[src/design/rto_pkg.sv]
// types, constants and microcode table of the ray/triangle occlusion block
package rto_pkg;

  localparam int FRAC_BITS = 16;
  localparam int CW        = 24;
  localparam int EW        = CW + 1;
  localparam int PW        = 16;
  localparam int VAL_W     = 80;
  localparam int HQ_W      = 52;
  localparam int ACC_W     = 98;
  localparam int OPA_W     = 26;
  localparam int OPB_W     = 29;
  localparam int PROD_W    = OPA_W + OPB_W;
  localparam int CHUNK     = 26;
  localparam int MF_FRAC   = 16;
  localparam int NUM_STEPS = 41;
  localparam int STEP_W    = $clog2(NUM_STEPS);
  localparam int IN_W      = 9 * CW;
  localparam int OUT_W     = 8;

  localparam logic signed [CW-1:0] TARGET_X_RST = CW'(0);
  localparam logic signed [CW-1:0] TARGET_Y_RST = CW'(0);
  localparam logic signed [CW-1:0] TARGET_Z_RST = CW'(65536);
  localparam logic [PW-1:0]        DET_EPS_RST  = PW'(1);
  localparam logic [PW-1:0]        MIN_FRAC_RST = PW'(655);

  typedef enum logic [2:0] {
    REG_TARGET_X, REG_TARGET_Y, REG_TARGET_Z, REG_DET_EPS, REG_MIN_FRAC
  } cfg_reg_e;

  typedef enum logic [1:0] {ST_IDLE, ST_RUN, ST_DECIDE} state_e;

  typedef enum logic [1:0] {K_MAC, K_NEG_DET, K_LOAD_NT} kind_e;

  typedef enum logic [3:0] {
    A_RX, A_RY, A_RZ, A_E1X, A_E1Y, A_E1Z, A_E2X, A_E2Y, A_E2Z,
    A_SX, A_SY, A_SZ, A_MF
  } asel_e;

  typedef enum logic [3:0] {
    B_E1X, B_E1Y, B_E1Z, B_E2X, B_E2Y, B_E2Z,
    B_HX, B_HY, B_HZ, B_QX, B_QY, B_QZ, B_DET
  } bsel_e;

  typedef enum logic [2:0] {M_LO_S, M_LO_U, M_MID_U, M_MID_S, M_HI_S} mode_e;

  typedef enum logic [3:0] {
    D_NONE, D_HX, D_HY, D_HZ, D_QX, D_QY, D_QZ, D_DET, D_NU, D_NV, D_NT
  } dest_e;

  typedef struct packed {
    kind_e kind;
    asel_e asel;
    bsel_e bsel;
    mode_e mode;
    logic  sub;
    logic  clr;
    logic  inv;
    dest_e dest;
  } uop_t;

  typedef struct packed {
    logic load;
    logic run;
    logic emit;
    uop_t uop;
  } ctrl_t;

  typedef struct packed {
    logic hit;
    logic par;
  } status_t;

  function automatic uop_t mk(kind_e k, asel_e a, bsel_e b, mode_e m,
                              logic sub, logic clr, logic inv, dest_e d);
    uop_t u;
    u.kind = k;
    u.asel = a;
    u.bsel = b;
    u.mode = m;
    u.sub  = sub;
    u.clr  = clr;
    u.inv  = inv;
    u.dest = d;
    return u;
  endfunction

  // h = ray x e2, q = s x e1, det = e1.h, nu = s.h, nv = ray.q, nt = e2.q,
  // then acc = nt*2^16 - det*min_fraction
  function automatic uop_t step_uop(logic [STEP_W-1:0] idx);
    uop_t u;
    unique case (idx)
      6'd0:  u = mk(K_MAC, A_RY, B_E2Z, M_LO_S, 1'b0, 1'b1, 1'b0, D_NONE);
      6'd1:  u = mk(K_MAC, A_RZ, B_E2Y, M_LO_S, 1'b1, 1'b0, 1'b0, D_HX);
      6'd2:  u = mk(K_MAC, A_RZ, B_E2X, M_LO_S, 1'b0, 1'b1, 1'b0, D_NONE);
      6'd3:  u = mk(K_MAC, A_RX, B_E2Z, M_LO_S, 1'b1, 1'b0, 1'b0, D_HY);
      6'd4:  u = mk(K_MAC, A_RX, B_E2Y, M_LO_S, 1'b0, 1'b1, 1'b0, D_NONE);
      6'd5:  u = mk(K_MAC, A_RY, B_E2X, M_LO_S, 1'b1, 1'b0, 1'b0, D_HZ);
      6'd6:  u = mk(K_MAC, A_SY, B_E1Z, M_LO_S, 1'b0, 1'b1, 1'b0, D_NONE);
      6'd7:  u = mk(K_MAC, A_SZ, B_E1Y, M_LO_S, 1'b1, 1'b0, 1'b0, D_QX);
      6'd8:  u = mk(K_MAC, A_SZ, B_E1X, M_LO_S, 1'b0, 1'b1, 1'b0, D_NONE);
      6'd9:  u = mk(K_MAC, A_SX, B_E1Z, M_LO_S, 1'b1, 1'b0, 1'b0, D_QY);
      6'd10: u = mk(K_MAC, A_SX, B_E1Y, M_LO_S, 1'b0, 1'b1, 1'b0, D_NONE);
      6'd11: u = mk(K_MAC, A_SY, B_E1X, M_LO_S, 1'b1, 1'b0, 1'b0, D_QZ);
      6'd12: u = mk(K_MAC, A_E1X, B_HX, M_LO_U, 1'b0, 1'b1, 1'b0, D_NONE);
      6'd13: u = mk(K_MAC, A_E1X, B_HX, M_MID_S, 1'b0, 1'b0, 1'b0, D_NONE);
      6'd14: u = mk(K_MAC, A_E1Y, B_HY, M_LO_U, 1'b0, 1'b0, 1'b0, D_NONE);
      6'd15: u = mk(K_MAC, A_E1Y, B_HY, M_MID_S, 1'b0, 1'b0, 1'b0, D_NONE);
      6'd16: u = mk(K_MAC, A_E1Z, B_HZ, M_LO_U, 1'b0, 1'b0, 1'b0, D_NONE);
      6'd17: u = mk(K_MAC, A_E1Z, B_HZ, M_MID_S, 1'b0, 1'b0, 1'b0, D_DET);
      6'd18: u = mk(K_NEG_DET, A_MF, B_DET, M_LO_U, 1'b0, 1'b1, 1'b0, D_DET);
      6'd19: u = mk(K_MAC, A_SX, B_HX, M_LO_U, 1'b0, 1'b1, 1'b1, D_NONE);
      6'd20: u = mk(K_MAC, A_SX, B_HX, M_MID_S, 1'b0, 1'b0, 1'b1, D_NONE);
      6'd21: u = mk(K_MAC, A_SY, B_HY, M_LO_U, 1'b0, 1'b0, 1'b1, D_NONE);
      6'd22: u = mk(K_MAC, A_SY, B_HY, M_MID_S, 1'b0, 1'b0, 1'b1, D_NONE);
      6'd23: u = mk(K_MAC, A_SZ, B_HZ, M_LO_U, 1'b0, 1'b0, 1'b1, D_NONE);
      6'd24: u = mk(K_MAC, A_SZ, B_HZ, M_MID_S, 1'b0, 1'b0, 1'b1, D_NU);
      6'd25: u = mk(K_MAC, A_RX, B_QX, M_LO_U, 1'b0, 1'b1, 1'b1, D_NONE);
      6'd26: u = mk(K_MAC, A_RX, B_QX, M_MID_S, 1'b0, 1'b0, 1'b1, D_NONE);
      6'd27: u = mk(K_MAC, A_RY, B_QY, M_LO_U, 1'b0, 1'b0, 1'b1, D_NONE);
      6'd28: u = mk(K_MAC, A_RY, B_QY, M_MID_S, 1'b0, 1'b0, 1'b1, D_NONE);
      6'd29: u = mk(K_MAC, A_RZ, B_QZ, M_LO_U, 1'b0, 1'b0, 1'b1, D_NONE);
      6'd30: u = mk(K_MAC, A_RZ, B_QZ, M_MID_S, 1'b0, 1'b0, 1'b1, D_NV);
      6'd31: u = mk(K_MAC, A_E2X, B_QX, M_LO_U, 1'b0, 1'b1, 1'b1, D_NONE);
      6'd32: u = mk(K_MAC, A_E2X, B_QX, M_MID_S, 1'b0, 1'b0, 1'b1, D_NONE);
      6'd33: u = mk(K_MAC, A_E2Y, B_QY, M_LO_U, 1'b0, 1'b0, 1'b1, D_NONE);
      6'd34: u = mk(K_MAC, A_E2Y, B_QY, M_MID_S, 1'b0, 1'b0, 1'b1, D_NONE);
      6'd35: u = mk(K_MAC, A_E2Z, B_QZ, M_LO_U, 1'b0, 1'b0, 1'b1, D_NONE);
      6'd36: u = mk(K_MAC, A_E2Z, B_QZ, M_MID_S, 1'b0, 1'b0, 1'b1, D_NT);
      6'd37: u = mk(K_LOAD_NT, A_MF, B_DET, M_LO_U, 1'b0, 1'b1, 1'b0, D_NONE);
      6'd38: u = mk(K_MAC, A_MF, B_DET, M_LO_U, 1'b1, 1'b0, 1'b0, D_NONE);
      6'd39: u = mk(K_MAC, A_MF, B_DET, M_MID_U, 1'b1, 1'b0, 1'b0, D_NONE);
      6'd40: u = mk(K_MAC, A_MF, B_DET, M_HI_S, 1'b1, 1'b0, 1'b0, D_NONE);
      default: u = mk(K_MAC, A_MF, B_DET, M_LO_U, 1'b0, 1'b0, 1'b0, D_NONE);
    endcase
    return u;
  endfunction

endpackage

[src/design/ray_triangle_occlusion_top.sv]
// top level of the ray/triangle occlusion test
//
//   channel  dir  handshake                     content
//   s_axis   in   s_axis_tvalid/s_axis_tready   one triangle, tlast = last of query
//   m_axis   out  m_axis_tvalid/m_axis_tready   one verdict per triangle
//   cfg      in   cfg_valid_i/cfg_ready_o       register index and write data
//
// a triangle passes from request to result through an accept state, 41
// steps of the shared 26x29 multiply-accumulate unit, and a decision state.
// the multiplier is the bottleneck; the next request is taken once the
// decision state has passed, even while the previous result still waits.
// reset clears the sequencer, the sticky occluded flag and the output valid,
// and restores the configuration registers; the decision stalls while a
// result is still held on m_axis.
module ray_triangle_occlusion_top (
  input  logic                        clk_i,
  input  logic                        rst_ni,
  input  logic                        s_axis_tvalid,
  output logic                        s_axis_tready,
  // ax, ay, az, bx, by_coord, bz, cx_coord, cy_coord, cz_coord (24 bits each)
  input  logic [rto_pkg::IN_W-1:0]    s_axis_tdata,
  input  logic                        s_axis_tlast,
  output logic                        m_axis_tvalid,
  input  logic                        m_axis_tready,
  // hit, parallel, occluded, then zero fill
  output logic [rto_pkg::OUT_W-1:0]   m_axis_tdata,
  output logic                        m_axis_tlast,
  input  logic                        cfg_valid_i,
  output logic                        cfg_ready_o,
  input  logic [2:0]                  cfg_index_i,
  input  logic [rto_pkg::CW-1:0]      cfg_data_i
);
  import rto_pkg::*;

  // configuration registers
  logic signed [CW-1:0] target_x_q, target_y_q, target_z_q;
  logic [PW-1:0]        det_eps_q, min_frac_q;

  // output stage and query state
  logic  out_valid_q, out_hit_q, out_par_q, out_occ_q, out_last_q;
  logic  occ_q, last_q;
  logic  occ_now;
  ctrl_t   ctrl;
  status_t status;

  assign cfg_ready_o = 1'b1;

  always_ff @(posedge clk_i or negedge rst_ni) begin
    if (!rst_ni) begin
      target_x_q <= TARGET_X_RST;
      target_y_q <= TARGET_Y_RST;
      target_z_q <= TARGET_Z_RST;
      det_eps_q  <= DET_EPS_RST;
      min_frac_q <= MIN_FRAC_RST;
    end else if (cfg_valid_i) begin
      unique case (cfg_index_i)
        REG_TARGET_X: target_x_q <= cfg_data_i;
        REG_TARGET_Y: target_y_q <= cfg_data_i;
        REG_TARGET_Z: target_z_q <= cfg_data_i;
        REG_DET_EPS:  det_eps_q  <= cfg_data_i[PW-1:0];
        REG_MIN_FRAC: min_frac_q <= cfg_data_i[PW-1:0];
        default: ;  // unknown index, write dropped
      endcase
    end
  end

  // sequencer: waits for a request, walks the steps, holds for the output
  rto_seq u_seq (
    .clk_i      (clk_i),
    .rst_ni     (rst_ni),
    .in_valid_i (s_axis_tvalid),
    .out_busy_i (out_valid_q && !m_axis_tready),
    .in_ready_o (s_axis_tready),
    .ctrl_o     (ctrl)
  );

  // datapath: operands, shared multiplier/accumulator, final compares
  rto_mac u_mac (
    .clk_i    (clk_i),
    .ctrl_i   (ctrl),
    .ax_i     (s_axis_tdata[0*CW +: CW]),
    .ay_i     (s_axis_tdata[1*CW +: CW]),
    .az_i     (s_axis_tdata[2*CW +: CW]),
    .bx_i     (s_axis_tdata[3*CW +: CW]),
    .by_i     (s_axis_tdata[4*CW +: CW]),
    .bz_i     (s_axis_tdata[5*CW +: CW]),
    .cx_i     (s_axis_tdata[6*CW +: CW]),
    .cy_i     (s_axis_tdata[7*CW +: CW]),
    .cz_i     (s_axis_tdata[8*CW +: CW]),
    .rx_i     (target_x_q),
    .ry_i     (target_y_q),
    .rz_i     (target_z_q),
    .eps_i    (det_eps_q),
    .mf_i     (min_frac_q),
    .status_o (status)
  );

  // last flag travels with the request
  always_ff @(posedge clk_i) begin
    if (ctrl.load) last_q <= s_axis_tlast;
  end

  assign occ_now = occ_q | status.hit;

  always_ff @(posedge clk_i or negedge rst_ni) begin
    if (!rst_ni) begin
      out_valid_q <= 1'b0;
      occ_q       <= 1'b0;
    end else begin
      if (ctrl.emit) begin
        out_valid_q <= 1'b1;
        // sticky flag clears once the last triangle of a query is reported
        occ_q       <= last_q ? 1'b0 : occ_now;
      end else if (m_axis_tready) begin
        out_valid_q <= 1'b0;
      end
    end
  end

  always_ff @(posedge clk_i) begin
    if (ctrl.emit) begin
      out_hit_q  <= status.hit;
      out_par_q  <= status.par;
      out_occ_q  <= occ_now;
      out_last_q <= last_q;
    end
  end

  assign m_axis_tvalid = out_valid_q;
  assign m_axis_tdata  = {{(OUT_W-3){1'b0}}, out_occ_q, out_par_q, out_hit_q};
  assign m_axis_tlast  = out_last_q;

endmodule

[src/design/rto_seq.sv]
// step sequencer that walks the microcode for one triangle
module rto_seq (
  input  logic           clk_i,
  input  logic           rst_ni,
  input  logic           in_valid_i,
  input  logic           out_busy_i,
  output logic           in_ready_o,
  output rto_pkg::ctrl_t ctrl_o
);
  import rto_pkg::*;

  state_e              state_q, state_d;
  logic [STEP_W-1:0]   step_q, step_d;

  always_ff @(posedge clk_i or negedge rst_ni) begin
    if (!rst_ni) begin
      state_q <= ST_IDLE;
      step_q  <= '0;
    end else begin
      state_q <= state_d;
      step_q  <= step_d;
    end
  end

  always_comb begin
    state_d = state_q;
    step_d  = step_q;
    unique case (state_q)
      ST_IDLE: begin
        step_d = '0;
        if (in_valid_i) state_d = ST_RUN;
      end
      ST_RUN: begin
        step_d = step_q + STEP_W'(1);
        if (step_q == STEP_W'(NUM_STEPS - 1)) state_d = ST_DECIDE;
      end
      ST_DECIDE: begin
        if (!out_busy_i) state_d = ST_IDLE;
      end
      default: state_d = ST_IDLE;
    endcase
  end

  always_comb begin
    in_ready_o  = (state_q == ST_IDLE);
    ctrl_o.load = (state_q == ST_IDLE) && in_valid_i;
    ctrl_o.run  = (state_q == ST_RUN);
    ctrl_o.emit = (state_q == ST_DECIDE) && !out_busy_i;
    ctrl_o.uop  = step_uop(step_q);
  end

endmodule

[src/design/rto_mac.sv]
// operand registers, shared multiply-accumulate unit and hit decision
module rto_mac (
  input  logic                          clk_i,
  input  rto_pkg::ctrl_t                ctrl_i,
  input  logic signed [rto_pkg::CW-1:0] ax_i,
  input  logic signed [rto_pkg::CW-1:0] ay_i,
  input  logic signed [rto_pkg::CW-1:0] az_i,
  input  logic signed [rto_pkg::CW-1:0] bx_i,
  input  logic signed [rto_pkg::CW-1:0] by_i,
  input  logic signed [rto_pkg::CW-1:0] bz_i,
  input  logic signed [rto_pkg::CW-1:0] cx_i,
  input  logic signed [rto_pkg::CW-1:0] cy_i,
  input  logic signed [rto_pkg::CW-1:0] cz_i,
  input  logic signed [rto_pkg::CW-1:0] rx_i,
  input  logic signed [rto_pkg::CW-1:0] ry_i,
  input  logic signed [rto_pkg::CW-1:0] rz_i,
  input  logic        [rto_pkg::PW-1:0] eps_i,
  input  logic        [rto_pkg::PW-1:0] mf_i,
  output rto_pkg::status_t              status_o
);
  import rto_pkg::*;

  logic signed [EW-1:0]     e1x_q, e1y_q, e1z_q, e2x_q, e2y_q, e2z_q, sx_q, sy_q, sz_q;
  logic signed [HQ_W-1:0]   hx_q, hy_q, hz_q, qx_q, qy_q, qz_q;
  logic signed [VAL_W-1:0]  det_q, nu_q, nv_q, nt_q;
  logic signed [ACC_W-1:0]  acc_q;
  logic                     neg_q;

  logic signed [OPA_W-1:0]  a_op;
  logic signed [VAL_W-1:0]  b_full;
  logic signed [OPB_W-1:0]  b_op;
  logic signed [PROD_W-1:0] prod;
  logic signed [ACC_W-1:0]  prod_ext, addend, base, sum;
  logic                     eff_sub;
  uop_t                     u;

  logic signed [VAL_W-1:0]  thr;
  logic signed [VAL_W:0]    uv_sum, det_wide;

  assign u = ctrl_i.uop;

  // triangle edges and origin offset, captured when the request is taken
  always_ff @(posedge clk_i) begin
    if (ctrl_i.load) begin
      e1x_q <= EW'(bx_i) - EW'(ax_i);
      e1y_q <= EW'(by_i) - EW'(ay_i);
      e1z_q <= EW'(bz_i) - EW'(az_i);
      e2x_q <= EW'(cx_i) - EW'(ax_i);
      e2y_q <= EW'(cy_i) - EW'(ay_i);
      e2z_q <= EW'(cz_i) - EW'(az_i);
      sx_q  <= -EW'(ax_i);
      sy_q  <= -EW'(ay_i);
      sz_q  <= -EW'(az_i);
    end
  end

  always_comb begin
    unique case (u.asel)
      A_RX:    a_op = OPA_W'(rx_i);
      A_RY:    a_op = OPA_W'(ry_i);
      A_RZ:    a_op = OPA_W'(rz_i);
      A_E1X:   a_op = OPA_W'(e1x_q);
      A_E1Y:   a_op = OPA_W'(e1y_q);
      A_E1Z:   a_op = OPA_W'(e1z_q);
      A_E2X:   a_op = OPA_W'(e2x_q);
      A_E2Y:   a_op = OPA_W'(e2y_q);
      A_E2Z:   a_op = OPA_W'(e2z_q);
      A_SX:    a_op = OPA_W'(sx_q);
      A_SY:    a_op = OPA_W'(sy_q);
      A_SZ:    a_op = OPA_W'(sz_q);
      A_MF:    a_op = $signed({{(OPA_W-PW){1'b0}}, mf_i});
      default: a_op = '0;
    endcase
  end

  always_comb begin
    unique case (u.bsel)
      B_E1X:   b_full = VAL_W'(e1x_q);
      B_E1Y:   b_full = VAL_W'(e1y_q);
      B_E1Z:   b_full = VAL_W'(e1z_q);
      B_E2X:   b_full = VAL_W'(e2x_q);
      B_E2Y:   b_full = VAL_W'(e2y_q);
      B_E2Z:   b_full = VAL_W'(e2z_q);
      B_HX:    b_full = VAL_W'(hx_q);
      B_HY:    b_full = VAL_W'(hy_q);
      B_HZ:    b_full = VAL_W'(hz_q);
      B_QX:    b_full = VAL_W'(qx_q);
      B_QY:    b_full = VAL_W'(qy_q);
      B_QZ:    b_full = VAL_W'(qz_q);
      B_DET:   b_full = det_q;
      default: b_full = '0;
    endcase
  end

  // pick a slice of the wide operand; the _S modes keep the sign, the _U modes zero-extend
  always_comb begin
    unique case (u.mode)
      M_LO_S:  b_op = b_full[OPB_W-1:0];
      M_LO_U:  b_op = $signed({{(OPB_W-CHUNK){1'b0}}, b_full[CHUNK-1:0]});
      M_MID_U: b_op = $signed({{(OPB_W-CHUNK){1'b0}}, b_full[2*CHUNK-1:CHUNK]});
      M_MID_S: b_op = b_full[CHUNK+OPB_W-1:CHUNK];
      M_HI_S:  b_op = $signed({{(OPB_W-(VAL_W-2*CHUNK)){b_full[VAL_W-1]}},
                               b_full[VAL_W-1:2*CHUNK]});
      default: b_op = '0;
    endcase
  end

  assign prod     = a_op * b_op;
  assign prod_ext = ACC_W'(prod);

  always_comb begin
    unique case (u.kind)
      K_NEG_DET: addend = ACC_W'(det_q);
      K_LOAD_NT: addend = ACC_W'(nt_q) <<< MF_FRAC;
      default: begin
        priority case (u.mode)
          M_MID_U, M_MID_S: addend = prod_ext <<< CHUNK;
          M_HI_S:           addend = prod_ext <<< (2 * CHUNK);
          default:          addend = prod_ext;
        endcase
      end
    endcase
    // numerators follow the sign of det so all later tests see det > 0
    if (u.kind == K_NEG_DET) eff_sub = neg_q;
    else                     eff_sub = u.sub ^ (u.inv & neg_q);
    base = u.clr ? '0 : acc_q;
    sum  = eff_sub ? (base - addend) : (base + addend);
  end

  always_ff @(posedge clk_i) begin
    if (ctrl_i.run) begin
      acc_q <= sum;
      if (u.kind == K_MAC && u.dest == D_DET) neg_q <= sum[VAL_W-1];
      unique case (u.dest)
        D_HX:    hx_q  <= sum[HQ_W-1:0];
        D_HY:    hy_q  <= sum[HQ_W-1:0];
        D_HZ:    hz_q  <= sum[HQ_W-1:0];
        D_QX:    qx_q  <= sum[HQ_W-1:0];
        D_QY:    qy_q  <= sum[HQ_W-1:0];
        D_QZ:    qz_q  <= sum[HQ_W-1:0];
        D_DET:   det_q <= sum[VAL_W-1:0];
        D_NU:    nu_q  <= sum[VAL_W-1:0];
        D_NV:    nv_q  <= sum[VAL_W-1:0];
        D_NT:    nt_q  <= sum[VAL_W-1:0];
        default: ;
      endcase
    end
  end

  // decision on the finished numerators; acc holds nt*2^16 - det*min_fraction
  always_comb begin
    thr      = $signed({{(VAL_W-PW-2*FRAC_BITS){1'b0}}, eps_i, {(2*FRAC_BITS){1'b0}}});
    uv_sum   = (VAL_W+1)'(nu_q) + (VAL_W+1)'(nv_q);
    det_wide = (VAL_W+1)'(det_q);
    status_o.par = (det_q == '0) || (det_q < thr);
    status_o.hit = !status_o.par && !nu_q[VAL_W-1] && (nu_q <= det_q)
                   && !nv_q[VAL_W-1] && (uv_sum <= det_wide) && (nt_q < det_q)
                   && !acc_q[ACC_W-1] && (acc_q != '0);
  end

endmodule

[config.mk]
export PLATFORM = sky130hd
export DESIGN_NAME = ray_triangle_occlusion_top
export DESIGN_NICKNAME = d
export VERILOG_FILES = /design/src/design/rto_pkg.sv /design/src/design/ray_triangle_occlusion_top.sv /design/src/design/rto_seq.sv /design/src/design/rto_mac.sv
export SDC_FILE = /design/constraint.sdc
export NUM_CORES = 2
export LEC_CHECK = 0
export BUFFER_PORTS_ARGS = -buffer_cell sky130_fd_sc_hd__buf_2
export CORE_MARGIN = 2
export CORE_UTILIZATION = 55
export CTS_BUF_LIST = sky130_fd_sc_hd__clkbuf_16
export DETAILED_ROUTE_END_ITERATION = 10
export HOLD_SLACK_MARGIN = 0.05
export PLACE_DENSITY_LB_ADDON = 0.25
export SLEW_MARGIN = 0
export SYNTH_ARGS = -nofsm -noshare
export SYNTH_HDL_FRONTEND = slang
export SYNTH_SLANG_ARGS = --single-unit
[constraint.sdc]
create_clock -name clk_i -period 31.3 [get_ports clk_i]
set_input_delay 3.13 -clock clk_i [delete_from_list [all_inputs] [get_ports clk_i]]
set_output_delay 3.13 -clock clk_i [all_outputs]
set_load 0.01 [all_outputs]
Word-level counts from Yosys, hierarchy flattened
Memories as Yosys holds them, arrays and structs flattened.
Cells that the tools add are included.
W data, S select, Z words.
{ "totals": {"in_bits": 249, "ram_bits": 0, "rom_bits": 1280, "regBits": 1075, "memories": 1, "latchBits": 0, "output_inout_bits": 12, "wordCells": 169} }
{ "mem_list": {"columns": ["memory", "words", "width", "read_ports", "rd_ports_with_merged_regs", "write_ports", "line_no", "rtl"], "rows": [
  ["(no name shown)", 64, 20, 1, 0, 0, "rto_pkg.sv:92", "unique case (idx)"]
]} }
{ "classes": {"div_mod_pow": 0, "bitwise": 3, "n_mul": 1, "n_reduce_logical": 46, "n_addsub": 13, "n_mux": 16, "n_eq_ne": 50, "shifts": 0, "order_cmp": 4} }
{ "op_table": {"columns": ["cell", "n"], "rows": [
  ["$pmux W80 S13", 1],
  ["$pmux W98 S2", 2],
  ["$pmux W26 S13", 1],
  ["$mux W98", 2],
  ["$sub A24 B24 Y25", 6],
  ["$pmux W29 S5", 1],
  ["$add A98 B98 Y98", 1],
  ["$reduce_bool A98 Y1", 1],
  ["$sub A98 B98 Y98", 1],
  ["$add A80 B80 Y81", 1],
  ["$le A81 B80 Y1", 1],
  ["$le A80 B80 Y1", 1],
  ["$logic_not A80 Y1", 1],
  ["$lt A80 B49 Y1", 1],
  ["$lt A80 B80 Y1", 1],
  ["$neg A24 Y25", 3],
  ["$mul A26 B29 Y55", 1],
  ["$eq A4 B4 Y1 const B", 13],
  ["$eq A4 B3 Y1 const B", 12],
  ["$reduce_and A2 Y1", 16],
  ["$eq A4 B2 Y1 const B", 6],
  ["$eq A3 B2 Y1 const B", 4],
  ["$eq A4 B1 Y1 const B", 3],
  ["$pmux W6 S2", 1],
  ["23 further kinds", 52]
]} }

Longest topological paths before layout
{ "depth": {"word_depth": 12, "ltp_mapped": 68, "depth_no_buf": 58} }

Cells and area by module
From an unflattened synthesis, not the netlist that was laid out.
{ "hier_totals": {"cells_unflattened": 9753, "area_unflattened_um2": 96731.5} }
{ "modules_own_cells": {"columns": ["module", "cells_each", "seq_area_each_um2", "instances", "area_each_um2"], "rows": [
  ["rto_mac", 9326, 28707.5, 1, 91038.6],
  ["ray_triangle_occlusion_top", 247, 2812.7, 1, 4371.7],
  ["rto_seq", 180, 200.2, 1, 1321.3]
]} }

Least setup slack after synthesis
No wires, ideal clock.
{ "synth_timing": {"path_kind": "register to register", "from": "register u_seq.step_q[0]", "to": "register u_mac.acc_q[94] (data pin)", "setup_ps": 259, "required_time_ps": 31041, "setup_slack_ps": 16171, "t_arrival_ps": 14870, "period_less_slack_ps": 15129, "path_buffers": 7, "path_stages_with_launch": 59, "path_cell_list": "dfrtp_1 clkbuf_1 inv_1 ha_1 mux2i_1 mux2i_1 a221o_1 a21oi_4 mux4_2 a221oi_2 nor2b_1 clkbuf_1 buf_2 buf_1 a21oi_1 a221o_1 clkbuf_1 and2_1 [... 23 more ...] nor3_1 a21oi_1 xnor2_1 ha_1 clkbuf_1 o21a_1 o21ai_0 a2111oi_0 o211ai_1 a2111oi_0 o21ai_0 a211o_1 o221a_2 a2111oi_0 o31ai_1 o31ai_1 a21oi_1 xnor2_1"} }
{ "synth_via": {"elab_chain_cells": 9, "elab_cells_between_ends": 48, "classes_between": "2 x add/sub; 1 x mul; 30 x eq/ne; 8 x mux; 2 x bitwise; 4 x reduce/logical; 1 x memory"} }
{ "synth_lines": {"columns": ["element", "line_no", "rtl"], "rows": [
  ["start, declared", "rto_seq.sv:13", "logic [STEP_W-1:0] step_q, step_d;"],
  ["start signal, assigned", "rto_seq.sv:21", "step_q <= step_d;"],
  ["$mem_v2 Z64 W20 (*)", null, null],
  ["$eq A4 B4 Y1 (tied with other cells)", "rto_mac.sv:77", "unique case (u.bsel)"],
  ["$pmux W80 S13", "rto_mac.sv:77", null],
  ["$pmux W29 S5", "rto_mac.sv:97", "unique case (u.mode)"],
  ["$mul A26 B29 Y55", "rto_mac.sv:108", "assign prod = a_op * b_op;"],
  ["$pmux W98 S2", "rto_mac.sv:116", "priority case (u.mode)"],
  ["$pmux W98 S2", "rto_mac.sv:112", "unique case (u.kind)"],
  ["$add A98 B98 Y98 or $sub A98 B98 Y98 (tied branches)", "rto_mac.sv:127", "sum = eff_sub ? (base - addend) : (base + addend);"],
  ["$mux W98 (*)", "rto_mac.sv:127", null],
  ["net u_mac.sum[94]", "rto_mac.sv:33", "logic signed [ACC_W-1:0] prod_ext, addend, base, sum;"],
  ["end signal, assigned", "rto_mac.sv:132", "acc_q <= sum;"],
  ["end, declared", "rto_mac.sv:26", "logic signed [ACC_W-1:0] acc_q;"]
]} }
Mark *: on every way through the listed nets, which the timed path passes. The rest lies on a longest branch.
A chain may end at the register's enable or synchronous reset.

Final worst setup path
{ "layout_timing": {"from": "register u_seq.step_q[4]", "to": "register u_mac.acc_q[94] (data pin)"} }
Same word-level chain as after synthesis.

==> impl_metrics.toml <==
[setup_path]
r2r_cells = 51
start_kind = "flip-flop"
cp-end-kind = "flip-flop"
critPathMaxFanout = 51
r2r_start = "u_seq.step_q[4]"
cp_common_cell = "fa_1"
worst_ep_arrival_time_ps = 20520
crit_required_ps = 31820
slowest_delay_ps = 890
crit_type = "reg2reg"
r2r-end = "u_mac.acc_q[94]"
rrSetupSlack_ps = 11300
cpMaxStageDelayCell = "dfrtp_1"

[timing]
fin_ws_ps = 11300
fmax_ghz = 0.0500
setup_tns_ps = 0
min_period_over_period_pct = 63.9
max_slew_margin_pct = -6.16
maxSlewViolCount = 2
hold_violations = 0
skew_ps = 113
grt_setup_unrepaired = "no"
fin_crit_ps = 20000
finalSetupViolations = 0
tightest_slew_ps = 1590

[drt]
num_vias = 82131
drtPass1Iterations = 11
finalWirelength_mm = 397
wl_per_cell_um = 32.0
viasPerCell = 6.61
drtIter0Drc = 11295
drcViolationCount = 2
antenna_left = 0

[synthesis]
ys_seq_area_share_pct = 32.7
synthesis.instances = 9740
synth_edf_count = 961
synth.area.top_cells = "edfxtp_1, fa_1, ha_1"
ys_seq_elements = 1075
yosysWarnings = 0
synth.top_cell.area_share_pct = 29.7
syn_area_per_cell_um2 = 9.96
synthArstFlopShare_pct = 10.6
synth_area_um2 = 97000
yosysTopAreaCell = "edfxtp_1"
synth_common_cells = "inv_1, edfxtp_1, nand2_1, fa_1, ha_1"
yosysUniqueCellTypes = 138
ys.flop_type = "edfxtp_1"
yosysMostFrequentCell = "inv_1"

[die]
die_w_um = 424
coreArea_um2 = 176000
die-area_um2 = 180000
boundaryPins = 261
std_cell_rows = 154
initial_utilization_pct = 55.2
die_h_um = 424

[min_path]
hold_end = "occ_q"
hp-class = "reg2reg"
min_from = "last_q"
hold_path_depth = 1

[global_route]
track_usage_pct = 43.5
grt_pass1_wl_mm = 564
antenna_found_initial = 35
grt_max_degree = 75
overflow = 0
grt_pass1_vias = 80501

[final_layout]
layout-drive-gt1-share_pct = 9.96
layout.nets = 11738
syn2layout_area_growth_pct = 9.21

[status]
violations = "design-rule violations, max-capacitance violations, max-slew violations"
status = "finished with violations"

[cts]
cts.clk_slew.worst_paths_ps = 70
cts_tree = "done"
cts_buffers = 119
cts_resized = 0
cts_max_level = 3
clk_latency_ps = 840
clockBufferDepth = 3
root_buffer = "clkbuf_16"
cts.sinks = 1075
post_cts_buffers = 0
cts_hold_buf = 0

[place]
dp_hpwl_mm = 313
place_ws_ps = 12180
gp_congestion = 1.10
io_buffers = 254

[flow_run]
maxCapViolCount = 1
per-stage QoR:
| step | instance area, µm² | cells | utilization (%) | hold slack [ps] |
|---|---|---|---|---|
| after global placement | 102000 | 12176 | 58.0 | 455 |
| after floorplan | 97100 | 9744 | - | 415 |
| final | 106000 | 12416 | 60.3 | 456 |
| after CTS | 106000 | 12400 | 60.3 | 458 |
| after detailed placement | 102000 | 12176 | 58.0 | 448 |
| after global routing | 106000 | 12402 | 60.3 | 494 |
cells by family after synthesis:
group	Yosys count	share of synthesized area (%)
compound gates	2124	15.1
mux	204	2.27
simple gates	2726	13.4
fa+ha+maj	1532	25.9
buf+inv	1608	6.47
xor+xnor	469	4.23
other cells	2	0.00774
flops	1075	32.7
layout make-up:
| type | instances | area (µm²) |
|---|---|---|
| Antenna cell | 16 | 40.0 |
| Clock buffer | 119 | 2980 |
| Clock inverter | 105 | 1130 |
| Fill cell | 14887 | 69700 |
| Inverter | 1214 | 4560 |
| Multi-Input combinational cell | 7061 | 59600 |
| Sequential cell | 1075 | 31700 |
| Tap cell | 2340 | 2930 |
| Timing Repair Buffer | 486 | 3020 |
routing by layer:
metal / GRT usage, % / routed length, µm / vias up
li1: - / - / 34685
met1: 55.0 / 143000 / 40479
met2: 65.6 / 173000 / 5673
met3: 11.7 / 48000 / 1256
met4: 29.0 / 32300 / 38
met5: 0 / 245 / -
worst max-delay path by stage:
stage,start,endpoint,slack (ps),cells after the start
2_1_floorplan,u_seq.step_q[0],u_mac.acc_q[94],16170,58
3_3_place_gp,u_seq.step_q[4],u_mac.acc_q[96],12240,51
3_5_place_dp,u_seq.step_q[4],u_mac.acc_q[96],12180,51
4_1_cts,u_seq.step_q[4],u_mac.acc_q[94],12040,51
5_1_grt,u_seq.step_q[0],u_mac.acc_q[94],10680,53
6_report,u_seq.step_q[4],u_mac.acc_q[94],11300,51
cell usage in the layout (no fill, tap or decap), types with 233 or more instances in the layout:
| cell type | synthesis | final |
|---|---|---|
| ha_1 | 741 | 741 |
| xnor2_1 | 332 | 312 |
| o21ai_0 | 369 | 368 |
| buf_2 | 56 | 253 |
| nor2_1 | 654 | 629 |
| inv_1 | 1212 | 1220 |
| edfxtp_1 | 961 | 961 |
| nand2_1 | 949 | 949 |
| buf_4 | 19 | 233 |
| a21oi_1 | 479 | 478 |
| a21o_1 | 259 | 259 |
| fa_1 | 791 | 791 |
sequential cells by signal, summed over array words and instances (netlist names), 25 cells and up:
| signal | cells |
|---|---|
| u_mac.e1x_q | 25 |
| u_mac.e2x_q | 25 |
| u_mac.nv_q | 80 |
| u_mac.hz_q | 52 |
| u_mac.nt_q | 80 |
| u_mac.e1z_q | 25 |
| u_mac.e2z_q | 25 |
| u_mac.hy_q | 52 |
| u_mac.sz_q | 25 |
| u_mac.e2y_q | 25 |
| u_mac.e1y_q | 25 |
| u_mac.hx_q | 52 |
| u_mac.qx_q | 52 |
| u_mac.qy_q | 52 |
| u_mac.acc_q | 98 |
| u_mac.nu_q | 80 |
| u_mac.det_q | 80 |
| u_mac.qz_q | 52 |
| u_mac.sx_q | 25 |
| u_mac.sy_q | 25 |
worst max-delay path, delay by kind of cell (launching register included):
kind            cells  cell delay (ps)
compound gates     23             8160
xor+xnor            2              520
fa+ha+maj           9             4610
buf+inv             7             2000
flops               1              890
mux                 1              210
simple gates        9             3120
Power is not shown: default switching activity piles up to over one toggle a cycle in this logic, so the estimate is an artifact.
